[src/sv/lph_pkg.sv]
`timescale 1ns / 1ps
// ----------------------------------------------------------------------------
// Linear probe hash table package
// Shared widths, operation and status codes, slot marks and state encodings.
// ----------------------------------------------------------------------------
package lph_pkg;

    localparam int KEY_W       = 32;
    localparam int OP_W        = 2;
    localparam int STATUS_W    = 3;
    localparam int SLOT_W      = 4;
    localparam int S_DATA_W    = 40;
    localparam int M_DATA_W    = 8;
    localparam int QUEUE_DEPTH = 2;

    typedef enum logic [OP_W-1:0] {
        OP_INSERT = 2'd0,
        OP_REMOVE = 2'd1,
        OP_SEARCH = 2'd2
    } op_t;

    typedef enum logic [STATUS_W-1:0] {
        ST_INSERTED = 3'd0,
        ST_FULL     = 3'd1,
        ST_REMOVED  = 3'd2,
        ST_MISSING  = 3'd3,
        ST_FOUND    = 3'd4
    } status_t;

    typedef enum logic [1:0] {
        MARK_EMPTY = 2'd0,
        MARK_USED  = 2'd1,
        MARK_GONE  = 2'd2
    } mark_t;

    typedef enum logic [1:0] {
        FR_IDLE,
        FR_HASH,
        FR_PUSH
    } fr_state_t;

    typedef enum logic [1:0] {
        BK_CLEAR,
        BK_IDLE,
        BK_PROBE,
        BK_RESP
    } bk_state_t;

endpackage

[src/sv/lph_fifo.sv]
`timescale 1ns / 1ps
// ----------------------------------------------------------------------------
// Linear probe hash table request queue
// Small first-in first-out buffer between the hashing front and probe engine.
// ----------------------------------------------------------------------------
module lph_fifo import lph_pkg::*; #(
    parameter int WIDTH = 38,
    parameter int DEPTH = QUEUE_DEPTH
) (
    input  logic             aclk,
    input  logic             aresetn,
    input  logic             push,
    input  logic [WIDTH-1:0] wdata,
    output logic             full,
    input  logic             pop,
    output logic [WIDTH-1:0] rdata,
    output logic             not_empty
);

    localparam int AW = (DEPTH > 1) ? $clog2(DEPTH) : 1;
    localparam int CW = $clog2(DEPTH + 1);

    logic [WIDTH-1:0] buf_reg [DEPTH];
    logic [AW-1:0]    wr_ptr_reg, wr_ptr_next;
    logic [AW-1:0]    rd_ptr_reg, rd_ptr_next;
    logic [CW-1:0]    count_reg, count_next;
    logic             do_push;
    logic             do_pop;

    assign full      = (count_reg == CW'(DEPTH));
    assign not_empty = (count_reg != '0);
    assign do_push   = push && !full;
    assign do_pop    = pop && not_empty;
    assign rdata     = buf_reg[rd_ptr_reg];

    always_comb begin
        wr_ptr_next = wr_ptr_reg;
        rd_ptr_next = rd_ptr_reg;
        count_next  = count_reg;
        if (do_push) begin
            wr_ptr_next = (wr_ptr_reg == AW'(DEPTH - 1)) ? '0 : wr_ptr_reg + 1'b1;
        end
        if (do_pop) begin
            rd_ptr_next = (rd_ptr_reg == AW'(DEPTH - 1)) ? '0 : rd_ptr_reg + 1'b1;
        end
        if (do_push && !do_pop) begin
            count_next = count_reg + 1'b1;
        end else if (do_pop && !do_push) begin
            count_next = count_reg - 1'b1;
        end
    end

    always_ff @(posedge aclk) begin
        if (!aresetn) begin
            wr_ptr_reg <= '0;
            rd_ptr_reg <= '0;
            count_reg  <= '0;
        end else begin
            wr_ptr_reg <= wr_ptr_next;
            rd_ptr_reg <= rd_ptr_next;
            count_reg  <= count_next;
        end
    end

    always_ff @(posedge aclk) begin
        if (do_push) begin
            buf_reg[wr_ptr_reg] <= wdata;
        end
    end

endmodule

[src/sv/lph_front.sv]
`timescale 1ns / 1ps
// ----------------------------------------------------------------------------
// Linear probe hash table front end
// Accepts request words and finds the home slot, the key modulo the slot
// count, through a multiply by a scaled reciprocal, then hands the request
// with its home slot to the queue.
// ----------------------------------------------------------------------------
module lph_front import lph_pkg::*; #(
    parameter  int SLOTS = 16,
    localparam int IW    = $clog2(SLOTS),
    localparam int QW    = OP_W + KEY_W + IW
) (
    input  logic                aclk,
    input  logic                aresetn,
    input  logic                s_tvalid,
    output logic                s_tready,
    input  logic [S_DATA_W-1:0] s_tdata,
    input  logic                clr_done,
    output logic                q_push,
    input  logic                q_full,
    output logic [QW-1:0]       q_wdata
);

    // The reciprocal of SLOTS scaled by 2^(KEY_W + IW) and rounded up. Its
    // error stays below 2^IW, so the high product bits are the exact quotient
    // of every 32-bit key.
    localparam int             MUL_SHIFT = KEY_W + IW;
    localparam int             PROD_W    = 2 * KEY_W + 1;
    localparam logic [KEY_W:0] RECIP     = (KEY_W + 1)'(
        ((longint'(1) << MUL_SHIFT) + longint'(SLOTS) - longint'(1)) / longint'(SLOTS));

    fr_state_t         state_reg, state_next;
    logic [OP_W-1:0]   op_reg;
    logic [KEY_W-1:0]  key_reg;
    logic [PROD_W-1:0] prod_reg;
    logic [KEY_W-1:0]  quot;
    logic [KEY_W-1:0]  home;
    logic              accept;

    assign accept = s_tvalid && s_tready;
    assign quot   = KEY_W'(prod_reg >> MUL_SHIFT);
    assign home   = key_reg - quot * KEY_W'(SLOTS);

    always_comb begin
        state_next = state_reg;
        case (state_reg)
            FR_IDLE: begin
                if (accept) begin
                    state_next = FR_HASH;
                end
            end
            FR_HASH: begin
                state_next = FR_PUSH;
            end
            FR_PUSH: begin
                if (!q_full) begin
                    state_next = FR_IDLE;
                end
            end
            default: state_next = FR_IDLE;
        endcase
    end

    always_comb begin
        s_tready = 1'b0;
        q_push   = 1'b0;
        case (state_reg)
            FR_IDLE: s_tready = clr_done;
            FR_PUSH: q_push   = !q_full;
            default: begin
                s_tready = 1'b0;
                q_push   = 1'b0;
            end
        endcase
    end

    assign q_wdata = {home[IW-1:0], key_reg, op_reg};

    always_ff @(posedge aclk) begin
        if (!aresetn) begin
            state_reg <= FR_IDLE;
        end else begin
            state_reg <= state_next;
        end
    end

    always_ff @(posedge aclk) begin
        if (accept) begin
            op_reg  <= s_tdata[OP_W-1:0];
            key_reg <= s_tdata[OP_W +: KEY_W];
        end
        if (state_reg == FR_HASH) begin
            prod_reg <= PROD_W'(key_reg) * PROD_W'(RECIP);
        end
    end

endmodule

[src/sv/lph_back.sv]
`timescale 1ns / 1ps
// ----------------------------------------------------------------------------
// Linear probe hash table probe engine
// Holds the slot memory, walks slots from the home slot one per cycle, applies
// insert and remove, and drives the result register.
// ----------------------------------------------------------------------------
module lph_back import lph_pkg::*; #(
    parameter  int SLOTS = 16,
    localparam int IW    = $clog2(SLOTS),
    localparam int QW    = OP_W + KEY_W + IW
) (
    input  logic                aclk,
    input  logic                aresetn,
    input  logic                q_valid,
    input  logic [QW-1:0]       q_rdata,
    output logic                q_pop,
    output logic                clr_done,
    output logic                m_tvalid,
    input  logic                m_tready,
    output logic [M_DATA_W-1:0] m_tdata
);

    localparam int MW = 2 + KEY_W;

    // Each memory word is {mark, key}.
    logic [MW-1:0]       mem [SLOTS];
    logic [MW-1:0]       rd_data_reg;
    logic [IW-1:0]       rd_addr;
    logic                wr_en;
    logic [IW-1:0]       wr_addr;
    logic [MW-1:0]       wr_data;

    bk_state_t           state_reg, state_next;
    logic [IW-1:0]       clr_idx_reg;
    op_t                 op_reg;
    logic [KEY_W-1:0]    key_reg;
    logic [IW-1:0]       idx_reg, idx_next;
    logic [IW-1:0]       cnt_reg;
    status_t             status_reg, status_next;
    logic [SLOT_W-1:0]   slot_reg, slot_next;
    logic                m_tvalid_reg;
    logic [STATUS_W-1:0] m_status_reg;
    logic [SLOT_W-1:0]   m_slot_reg;

    op_t                 q_op;
    logic [KEY_W-1:0]    q_key;
    logic [IW-1:0]       q_home;
    mark_t               rd_mark;
    logic [KEY_W-1:0]    rd_key;
    logic                idx_wrap;
    logic                lap_end;
    logic                q_op_ok;
    logic                probe_done;
    logic                out_free;

    assign q_op     = op_t'(q_rdata[OP_W-1:0]);
    assign q_key    = q_rdata[OP_W +: KEY_W];
    assign q_home   = q_rdata[OP_W + KEY_W +: IW];
    assign rd_mark  = mark_t'(rd_data_reg[MW-1 -: 2]);
    assign rd_key   = rd_data_reg[KEY_W-1:0];
    assign idx_wrap = (idx_reg == IW'(SLOTS - 1));
    assign idx_next = idx_wrap ? '0 : idx_reg + 1'b1;
    assign lap_end  = (cnt_reg == IW'(SLOTS - 1));
    assign out_free = !m_tvalid_reg || m_tready;
    assign q_op_ok  = (q_op == OP_INSERT) || (q_op == OP_REMOVE) || (q_op == OP_SEARCH);

    // Decision on the slot whose word arrived this cycle.
    always_comb begin
        probe_done  = 1'b0;
        status_next = ST_MISSING;
        slot_next   = '0;
        if (op_reg == OP_INSERT) begin
            if (rd_mark != MARK_USED) begin
                probe_done  = 1'b1;
                status_next = ST_INSERTED;
                slot_next   = SLOT_W'(idx_reg);
            end else if (lap_end) begin
                probe_done  = 1'b1;
                status_next = ST_FULL;
            end
        end else begin
            if (rd_mark == MARK_EMPTY) begin
                probe_done = 1'b1;
            end else if (rd_mark == MARK_USED && rd_key == key_reg) begin
                probe_done  = 1'b1;
                status_next = (op_reg == OP_REMOVE) ? ST_REMOVED : ST_FOUND;
                slot_next   = SLOT_W'(idx_reg);
            end else if (lap_end) begin
                probe_done = 1'b1;
            end
        end
    end

    always_comb begin
        state_next = state_reg;
        case (state_reg)
            BK_CLEAR: begin
                if (clr_idx_reg == IW'(SLOTS - 1)) begin
                    state_next = BK_IDLE;
                end
            end
            BK_IDLE: begin
                if (q_valid) begin
                    state_next = q_op_ok ? BK_PROBE : BK_RESP;
                end
            end
            BK_PROBE: begin
                if (probe_done) begin
                    state_next = BK_RESP;
                end
            end
            BK_RESP: begin
                if (out_free) begin
                    state_next = BK_IDLE;
                end
            end
            default: state_next = BK_IDLE;
        endcase
    end

    // The next slot is read while the current one is judged, so a walk
    // judges one slot per cycle.
    always_comb begin
        q_pop    = 1'b0;
        clr_done = 1'b1;
        rd_addr  = idx_next;
        wr_en    = 1'b0;
        wr_addr  = idx_reg;
        wr_data  = {MARK_USED, key_reg};
        case (state_reg)
            BK_CLEAR: begin
                clr_done = 1'b0;
                wr_en    = 1'b1;
                wr_addr  = clr_idx_reg;
                wr_data  = {MARK_EMPTY, {KEY_W{1'b0}}};
            end
            BK_IDLE: begin
                q_pop   = q_valid;
                rd_addr = q_home;
            end
            BK_PROBE: begin
                if (probe_done && status_next == ST_INSERTED) begin
                    wr_en = 1'b1;
                end else if (probe_done && status_next == ST_REMOVED) begin
                    wr_en   = 1'b1;
                    wr_data = {MARK_GONE, rd_key};
                end
            end
            default: begin
                q_pop = 1'b0;
            end
        endcase
    end

    always_ff @(posedge aclk) begin
        if (wr_en) begin
            mem[wr_addr] <= wr_data;
        end
        rd_data_reg <= mem[rd_addr];
    end

    always_ff @(posedge aclk) begin
        if (!aresetn) begin
            state_reg    <= BK_CLEAR;
            clr_idx_reg  <= '0;
            m_tvalid_reg <= 1'b0;
        end else begin
            state_reg <= state_next;
            if (state_reg == BK_CLEAR) begin
                clr_idx_reg <= clr_idx_reg + 1'b1;
            end
            if (state_reg == BK_RESP && out_free) begin
                m_tvalid_reg <= 1'b1;
            end else if (m_tready) begin
                m_tvalid_reg <= 1'b0;
            end
        end
    end

    always_ff @(posedge aclk) begin
        case (state_reg)
            BK_IDLE: begin
                op_reg     <= q_op;
                key_reg    <= q_key;
                idx_reg    <= q_home;
                cnt_reg    <= '0;
                status_reg <= ST_MISSING;
                slot_reg   <= '0;
            end
            BK_PROBE: begin
                idx_reg    <= idx_next;
                cnt_reg    <= cnt_reg + 1'b1;
                status_reg <= status_next;
                slot_reg   <= slot_next;
            end
            BK_RESP: begin
                if (out_free) begin
                    m_status_reg <= status_reg;
                    m_slot_reg   <= slot_reg;
                end
            end
            default: begin
                cnt_reg <= '0;
            end
        endcase
    end

    assign m_tvalid = m_tvalid_reg;
    assign m_tdata  = {1'b0, m_slot_reg, m_status_reg};

endmodule

[src/sv/linear_probe_hash_table.sv]
`timescale 1ns / 1ps
// The number of slots probed per request is none for the unused opcode, else
// 1 to SLOTS; the slot walk reads one memory word per cycle. The hashing front
// and the probe engine work on different requests at once, overlapped through
// a two-entry queue. Reset: synchronous, active low; afterwards a clearing pass
// marks every slot empty, and s_tready stays low until it ends.
// ----------------------------------------------------------------------------
// Linear probe hash table
// Open-addressing hash table with linear probing and tombstones: insert,
// remove and search of 32-bit keys, one result word per request word.
// ----------------------------------------------------------------------------
module linear_probe_hash_table import lph_pkg::*; #(
    parameter int SLOTS = 16
) (
    input  logic                aclk,
    input  logic                aresetn,
    input  logic                s_tvalid,
    output logic                s_tready,
    input  logic [S_DATA_W-1:0] s_tdata,  // [1:0] op, [33:2] key, [39:34] zero
    output logic                m_tvalid,
    input  logic                m_tready,
    output logic [M_DATA_W-1:0] m_tdata   // [2:0] status, [6:3] slot, [7] zero
);

    localparam int IW = $clog2(SLOTS);
    localparam int QW = OP_W + KEY_W + IW;

    logic          clr_done;
    logic          q_push;
    logic          q_full;
    logic [QW-1:0] q_wdata;
    logic          q_pop;
    logic [QW-1:0] q_rdata;
    logic          q_valid;

    lph_front #(
        .SLOTS(SLOTS)
    ) u_front (
        .aclk     (aclk),
        .aresetn  (aresetn),
        .s_tvalid (s_tvalid),
        .s_tready (s_tready),
        .s_tdata  (s_tdata),
        .clr_done (clr_done),
        .q_push   (q_push),
        .q_full   (q_full),
        .q_wdata  (q_wdata)
    );

    lph_fifo #(
        .WIDTH(QW),
        .DEPTH(QUEUE_DEPTH)
    ) u_queue (
        .aclk      (aclk),
        .aresetn   (aresetn),
        .push      (q_push),
        .wdata     (q_wdata),
        .full      (q_full),
        .pop       (q_pop),
        .rdata     (q_rdata),
        .not_empty (q_valid)
    );

    lph_back #(
        .SLOTS(SLOTS)
    ) u_back (
        .aclk     (aclk),
        .aresetn  (aresetn),
        .q_valid  (q_valid),
        .q_rdata  (q_rdata),
        .q_pop    (q_pop),
        .clr_done (clr_done),
        .m_tvalid (m_tvalid),
        .m_tready (m_tready),
        .m_tdata  (m_tdata)
    );

endmodule
[config.mk]
export PLATFORM = sky130hd
export DESIGN_NAME = linear_probe_hash_table
export DESIGN_NICKNAME = d
export VERILOG_FILES = /design/src/sv/lph_pkg.sv /design/src/sv/lph_fifo.sv /design/src/sv/lph_front.sv /design/src/sv/lph_back.sv /design/src/sv/linear_probe_hash_table.sv
export SDC_FILE = /design/constraint.sdc
export NUM_CORES = 1
export LEC_CHECK = 0
export BUFFER_PORTS_ARGS = -buffer_cell sky130_fd_sc_hd__buf_2
export CAP_MARGIN = 20
export CORE_MARGIN = 4
export CORE_UTILIZATION = 35
export CTS_CLUSTER_DIAMETER = 80
export CTS_CLUSTER_SIZE = 16
export DETAILED_ROUTE_END_ITERATION = 6
export MAX_ROUTING_LAYER = met4
export PLACE_DENSITY_LB_ADDON = 0.05
export SYNTH_ARGS = -nofsm -noshare
export SYNTH_HDL_FRONTEND = slang
export SYNTH_SLANG_ARGS = --single-unit
[constraint.sdc]
create_clock -name aclk -period 8.8 [get_ports aclk]
set_input_delay 1.32 -clock aclk [delete_from_list [all_inputs] [get_ports aclk]]
set_output_delay 1.32 -clock aclk [all_outputs]
set_load 0.1 [all_outputs]
### After elaboration in Yosys (flattened, before gate mapping)

Memory sizes are Yosys's and may differ from the RTL's. A register that Yosys moved wholly into a read port is not among the register bits.
Index checks and enable logic that the tools add are counted.

| storage, ports and cells | value |
|---|---|
| RAM bits | 620 |
| register bits | 103 |
| memories kept | 2 |

Memory list:

| name | words | bits a word | rd ports | clocked after Yosys merged registers in | write ports | line | source |
|---|---|---|---|---|---|---|---|
| u_back.mem | 16 | 34 | 1 | 1 | 1 | lph_back.sv:26 | `logic [MW-1:0] mem [SLOTS];` |
| u_queue.buf_reg | 2 | 38 | 1 | 1 | 1 | lph_fifo.sv:23 | `logic [WIDTH-1:0] buf_reg [DEPTH];` |

| operators by class | value |
|---|---|
| reduce and logical (&&, ||, !) cells | 29 |
| muxes and demuxes | 53 |
| eq/ne operators | 22 |
| add/sub/neg operators | 8 |

Operators by type and width:

| operator | count |
|---|---|
| two-way mux 34 bit | 2 |
| case mux 34 bit (2 select lines) | 1 |
| == test 32 bit | 1 |
| two-way mux 4 bit | 7 |
| case mux 4 bit (2 select lines) | 3 |
| two-way mux 1 bit | 22 |
| two-way mux 2 bit | 9 |
| two-way mux 3 bit | 5 |
| adder 4 x 1 -> 4 bit (second input constant) | 3 |
| == test 4 bit (second input constant) | 3 |
| inequality test 2 x 1 -> 1 bit (second input constant) | 6 |
| == test 2 x 1 -> 1 bit (second input constant) | 5 |
| == test 2 bit (second input constant) | 5 |
| zero test 2 bit | 5 |
| logical AND 1 bit | 9 |
| case mux 2 bit (4 select lines) | 1 |
| nonzero test 2 bit | 4 |
| case mux 2 bit (3 select lines) | 1 |
| case mux 3 bit (2 select lines) | 1 |
| zero test 1 bit | 4 |
| AND reduction 2 bit | 2 |
| AND reduction 4 bit | 1 |
| subtractor 4 x 1 -> 4 bit (second input constant) | 1 |
| == test 3 x 2 -> 1 bit (second input constant) | 1 |
| 7 further kinds | 10 |

### Depth between registers and ports, before layout

| logic depth | value |
|---|---|
| word-level depth | 12 |
| depth in mapped cells | 10 |
| gate-level depth less buffers | 7 |

### Modules after synthesis

Synthesis repeated with hierarchy kept, for this count alone.

| second synthesis, totals | value |
|---|---|
| cell total of the unflattened synthesis | 1640 |
| area, all modules | 28805.1 um2 |

By module, submodules not included:

| module | area an instance (um2) | seq. area each (um2) | cells an instance | instances |
|---|---|---|---|---|
| lph_back | 24681.2 | 18838.1 | 1448 | 1 |
| lph_fifo | 2979.1 | 2382.3 | 143 | 1 |
| lph_front | 1144.8 | 1061.0 | 49 | 1 |

### Least setup slack after synthesis

No wires, ideal clock.

| timing path | value |
|---|---|
| path kind | register to register |
| start | register u_back.state_reg[0] |
| end | register u_front.key_reg[0], enable pin |
| path slack | 4.343 ns |
| setup time | 0.394 ns |
| data arrival time | 4.063 ns |
| cell stages (with the launch flop) | 6 |
| path through | dfxtp_1 > inv_1 > ha_1 > clkbuf_1 > nor3_1 > and2_1 |

| on the way | value |
|---|---|
| word-level cells in the longest chain between the ends | 4 |

Ends and longest elaborated chain:

| item | line | source |
|---|---|---|
| from (decl) | lph_back.sv:33 | `bk_state_t state_reg, state_next;` |
| from (signal assigned) | lph_back.sv:168 | `state_reg <= state_next;` |
| zero test 2 bit | lph_back.sv:130 | `case (state_reg)` |
| two-way mux 1 bit | lph_back.sv:130 |  |
| two-way mux 1 bit | lph_front.sv:67 | `case (state_reg)` |
| named net s_tready | linear_probe_hash_table.sv:18 | `output logic s_tready,` |
| logical AND 1 bit | lph_front.sv:40 | `assign accept = s_tvalid && s_tready;` |
| named net u_front.accept | lph_front.sv:38 | `logic accept;` |
| to (signal assigned) | lph_front.sv:90 | `key_reg <= s_tdata[OP_W +: KEY_W];` |
| to (decl) | lph_front.sv:34 | `logic [KEY_W-1:0] key_reg;` |

The timed path passes the listed nets, and every way through them passes these cells.
A chain may end at the register's enable or synchronous reset.

### Final worst setup path

| timing path | value |
|---|---|
| start | register u_back.key_reg[4] |
| end | memory u_back.mem[6][3] in the netlist's numbering, enable pin |

| on the way | value |
|---|---|
| word-level cells in the longest chain between the ends | 12 |

Ends and longest elaborated chain:

| item | line | source |
|---|---|---|
| from (decl) | lph_back.sv:36 | `logic [KEY_W-1:0] key_reg;` |
| from (signal assigned) | lph_back.sv:184 | `key_reg <= q_key;` |
| == test 32 bit (*) | lph_back.sv:84 | `end else if (rd_mark == MARK_USED && rd_key == key_reg) begin` |
| logical AND 1 bit (*) | lph_back.sv:84 |  |
| two-way mux 3 bit | lph_back.sv:84 |  |
| two-way mux 3 bit | lph_back.sv:82 | `if (rd_mark == MARK_EMPTY) begin` |
| two-way mux 3 bit | lph_back.sv:72 | `if (op_reg == OP_INSERT) begin` |
| == test 3 x 2 -> 1 bit | lph_back.sv:144 | `end else if (probe_done && status_next == ST_REMOVED) begin` |
| logical AND 1 bit | lph_back.sv:144 |  |
| two-way mux 1 bit | lph_back.sv:144 |  |
| two-way mux 1 bit (*) | lph_back.sv:142 | `if (probe_done && status_next == ST_INSERTED) begin` |
| case mux 1 bit (2 select lines) (*) | lph_back.sv:130 |  |
| two-way mux 1 bit (*) | lph_back.sv:156 | `if (wr_en) begin` |
| two-way mux 1 bit (not written as such) (*) | lph_back.sv:157 | `mem[wr_addr] <= wr_data;` |
| to (decl) | lph_back.sv:26 |  |

Every way passes the cells marked *; elsewhere a longest branch is shown, timed or not.

==> flow_summary.json <==
{
  "synth_fp_nets": 1728,
  "vias": 14500,
  "cp_data_required_time_ns": 9.07,
  "fp-row-count": 104,
  "seq_power_share_pct": 55.1,
  "viasPerCell": 5.10,
  "slew_headroom_pct": 26.8,
  "start_kind": "register",
  "grt_pass1_vias": 14900,
  "syn_inst": 1676,
  "syn-mean-instance-area_um2": 16.9,
  "ir_drop_mv": 0.158,
  "fmax_ghz": 0.218,
  "clk_latency_ns": 0.63,
  "power_density_mw_per_mm2": 254,
  "setup_viol": 0,
  "tightestPinTransition_ns": 1.10,
  "final_nets": 1790,
  "crit_top_cell": "buf_4",
  "clock-root-buffer": "clkbuf_16",
  "hold_viol_final": 0,
  "cp.arrival_ns": 4.84,
  "switching_share_pct": 27.4,
  "post-route-min-period_ns": 4.58,
  "ys_warn_count": 0,
  "cts_resized": 0,
  "die_y_um": 293,
  "max_cap_viol_count": 0,
  "intPower_uw": 5830,
  "dr.pass1.iters": 5,
  "holdBufCountCts": 0,
  "initial_core_util_pct": 35.3,
  "largest_register_ff_count": 544,
  "clk_pin_slew_worst_paths_ns": 0.07,
  "synth_ff_type": "edfxtp_1",
  "synthArstFlopShare_pct": 0,
  "cp_top_family": "simple AND/OR/NAND/NOR gates",
  "cts_tree": "done",
  "dp_hpwl_um": 37300,
  "rsz0062_at_grt": "no",
  "final_cell_area_mm2": 0.0317,
  "htree_levels": 2,
  "fin_util_pct": 39.4,
  "core-area_mm2": 0.0804,
  "fin_tns_setup_ns": 0,
  "cts_buffer_depth": 3,
  "cp_max_fo": 20,
  "routed_wl_um": 73400,
  "critical_path.slowest_cell": "nor4_2",
  "fin_skew_ns": 0.0253,
  "critPathKind": "register to register",
  "synth_top_area_share_pct": 74.2,
  "pin_count": 54,
  "post-cts-setup-buffer-count": 0,
  "grt_pass1_wl_um": 105000,
  "synth_edf_count": 702,
  "leakage_uw": 0.0106,
  "cpPeakStageDelay_ns": 0.77,
  "die_w_um": 293,
  "p_comb_share_pct": 16.0,
  "whs_ns": 0.425,
  "final_antenna_net_count": 0,
  "hp-class": "register to register",
  "gp_congestion": 0.745,
  "cts_made_buffers": 52,
  "synth_cell_types": 49,
  "grtUsageTotal_pct": 17.4,
  "grt_max_degree": 59,
  "placed_cell_area_mm2": 0.0301,
  "portBuffers": 46,
  "antenna_found_initial": 2,
  "worstSetupEndpointType": "register",
  "ys_ff_latch": 750,
  "power_uw": 8030,
  "rrSetupSlack_ns": 4.22,
  "p_sw_uw": 2200,
  "seq_area_frac_synth_pct": 77.6,
  "ys_top_cells_by_area": "edfxtp_1 74%, mux2i_1 6.2%, dfxtp_1 3.4%, nand2_1 3.1%, a32oi_1 2.1%",
  "drive_gt1_share_pct": 12.3,
  "drc": 0,
  "gr-total-overflow": 0,
  "synth_largest_area_cell": "edfxtp_1",
  "finalMaxSlewViolations": 0,
  "crit_chain": "xor2_1, nor4_2, nand3_1, nor4_1, a211oi_4, buf_4, nor2_4, buf_4",
  "die_area_mm2": 0.0858,
  "cts.sinks": 750,
  "area.growth.synth_to_final_pct": 11.5,
  "clockPowerShare_pct": 28.8,
  "status": "completed",
  "avgRoutedWirePerCell_um": 25.8,
  "worst-path-buf-inv": 2,
  "drt_iter0_drc": 974,
  "netlist_area_mm2": 0.0284,
  "period_share_pct": 52.0
}
==> cell usage after synthesis, types with 3 or more instances <==
master and n:
nand4_1 3, nand3_1 10, nand2b_1 4, edfxtp_1 702, nor4_2 4, o32ai_1 4
and2_1 38, nor2b_1 6, buf_2 44, nor3_2 4, xor2_1 27, nand2_1 232
o21ai_0 7, a32o_1 34, dfxtp_1 48, a221oi_1 34, nor4_1 8, xnor2_1 8
and3_1 35, mux2_2 37, clkbuf_1 35, mux2i_1 176, a32oi_1 68, nor2_1 39
ha_1 8, a21oi_1 9, inv_1 20, nor3_1 4
==> final timing paths <==
path | from | endpoint | depth (start not counted)
min reg2reg | u_back.slot_reg[3] | u_back.m_slot_reg[3] | 0
max reg2reg | u_back.key_reg[4] | u_back.mem[6][3] | 8
min | u_back.slot_reg[3] | u_back.m_slot_reg[3] | 0
max | u_back.key_reg[4] | u_back.mem[6][3] | 8
==> power by group through the flow <==
| stage | logic, uW | clock network, uW | registers, uW |
|---|---|---|---|
| after global routing | 1400 | 2530 | 4450 |
| after detailed placement | 1310 | 0 | 4500 |
| after CTS | 1320 | 2400 | 4430 |
| after global placement | 1310 | 0 | 4500 |
| after floorplan | 770 | 0 | 4460 |
| final | 1290 | 2320 | 4430 |
==> metrics by stage <==
step                worst slack (ns)  cells
finish                          4.22   2841
global route                    4.07   2840
detailed placement              4.12   2742
CTS                             4.08   2838
floorplan                       4.34   1676
global placement                3.60   2742
==> metal layers <==
layer / global-route usage [%] / vias to the layer above / part of all wire (%)
li1: - / 6631 / -
met1: 23.9 / 7513 / 47
met2: 28.0 / 263 / 48
met3: 2.34 / 81 / 3.7
met4: 3.30 / 0 / 1.6
met5: - / - / 0
==> cell type report <==
type,count,area (um2)
fill,7445,48800
inverter,20,75.1
timing repair buffer,89,566
clock inverter,2,17.5
multi-input combinational,825,6150
clock buffer,94,1480
tap,1060,1330
antenna,1,2.50
sequential,750,22000
==> cells in the final DEF, fill, tap and decap left out, types with 36 or more instances in the layout <==
cell type and count:
buf_4 42, buf_2 46, dfxtp_1 48, clkbuf_16 53, nand2_1 231, mux2_2 36
and2_1 37, edfxtp_1 702, a32oi_1 68, clkbuf_1 41, mux2i_1 175
==> cells by family (layout without fill, tap and decap cells) <==
group	after synthesis	in the layout	synth area share, %
and+or+nand+nor	396	396	6.45
DFF	750	750	77.6
adders and majority gates	8	8	0.352
xor gates and xnor gates	35	35	1.08
muxes	213	213	7.67
AOI/OAI and AO/OA	172	172	5.27
buffers and inverters	101	205	1.54
other	1	2	0.0132
Power figures use the tool's default switching activity.
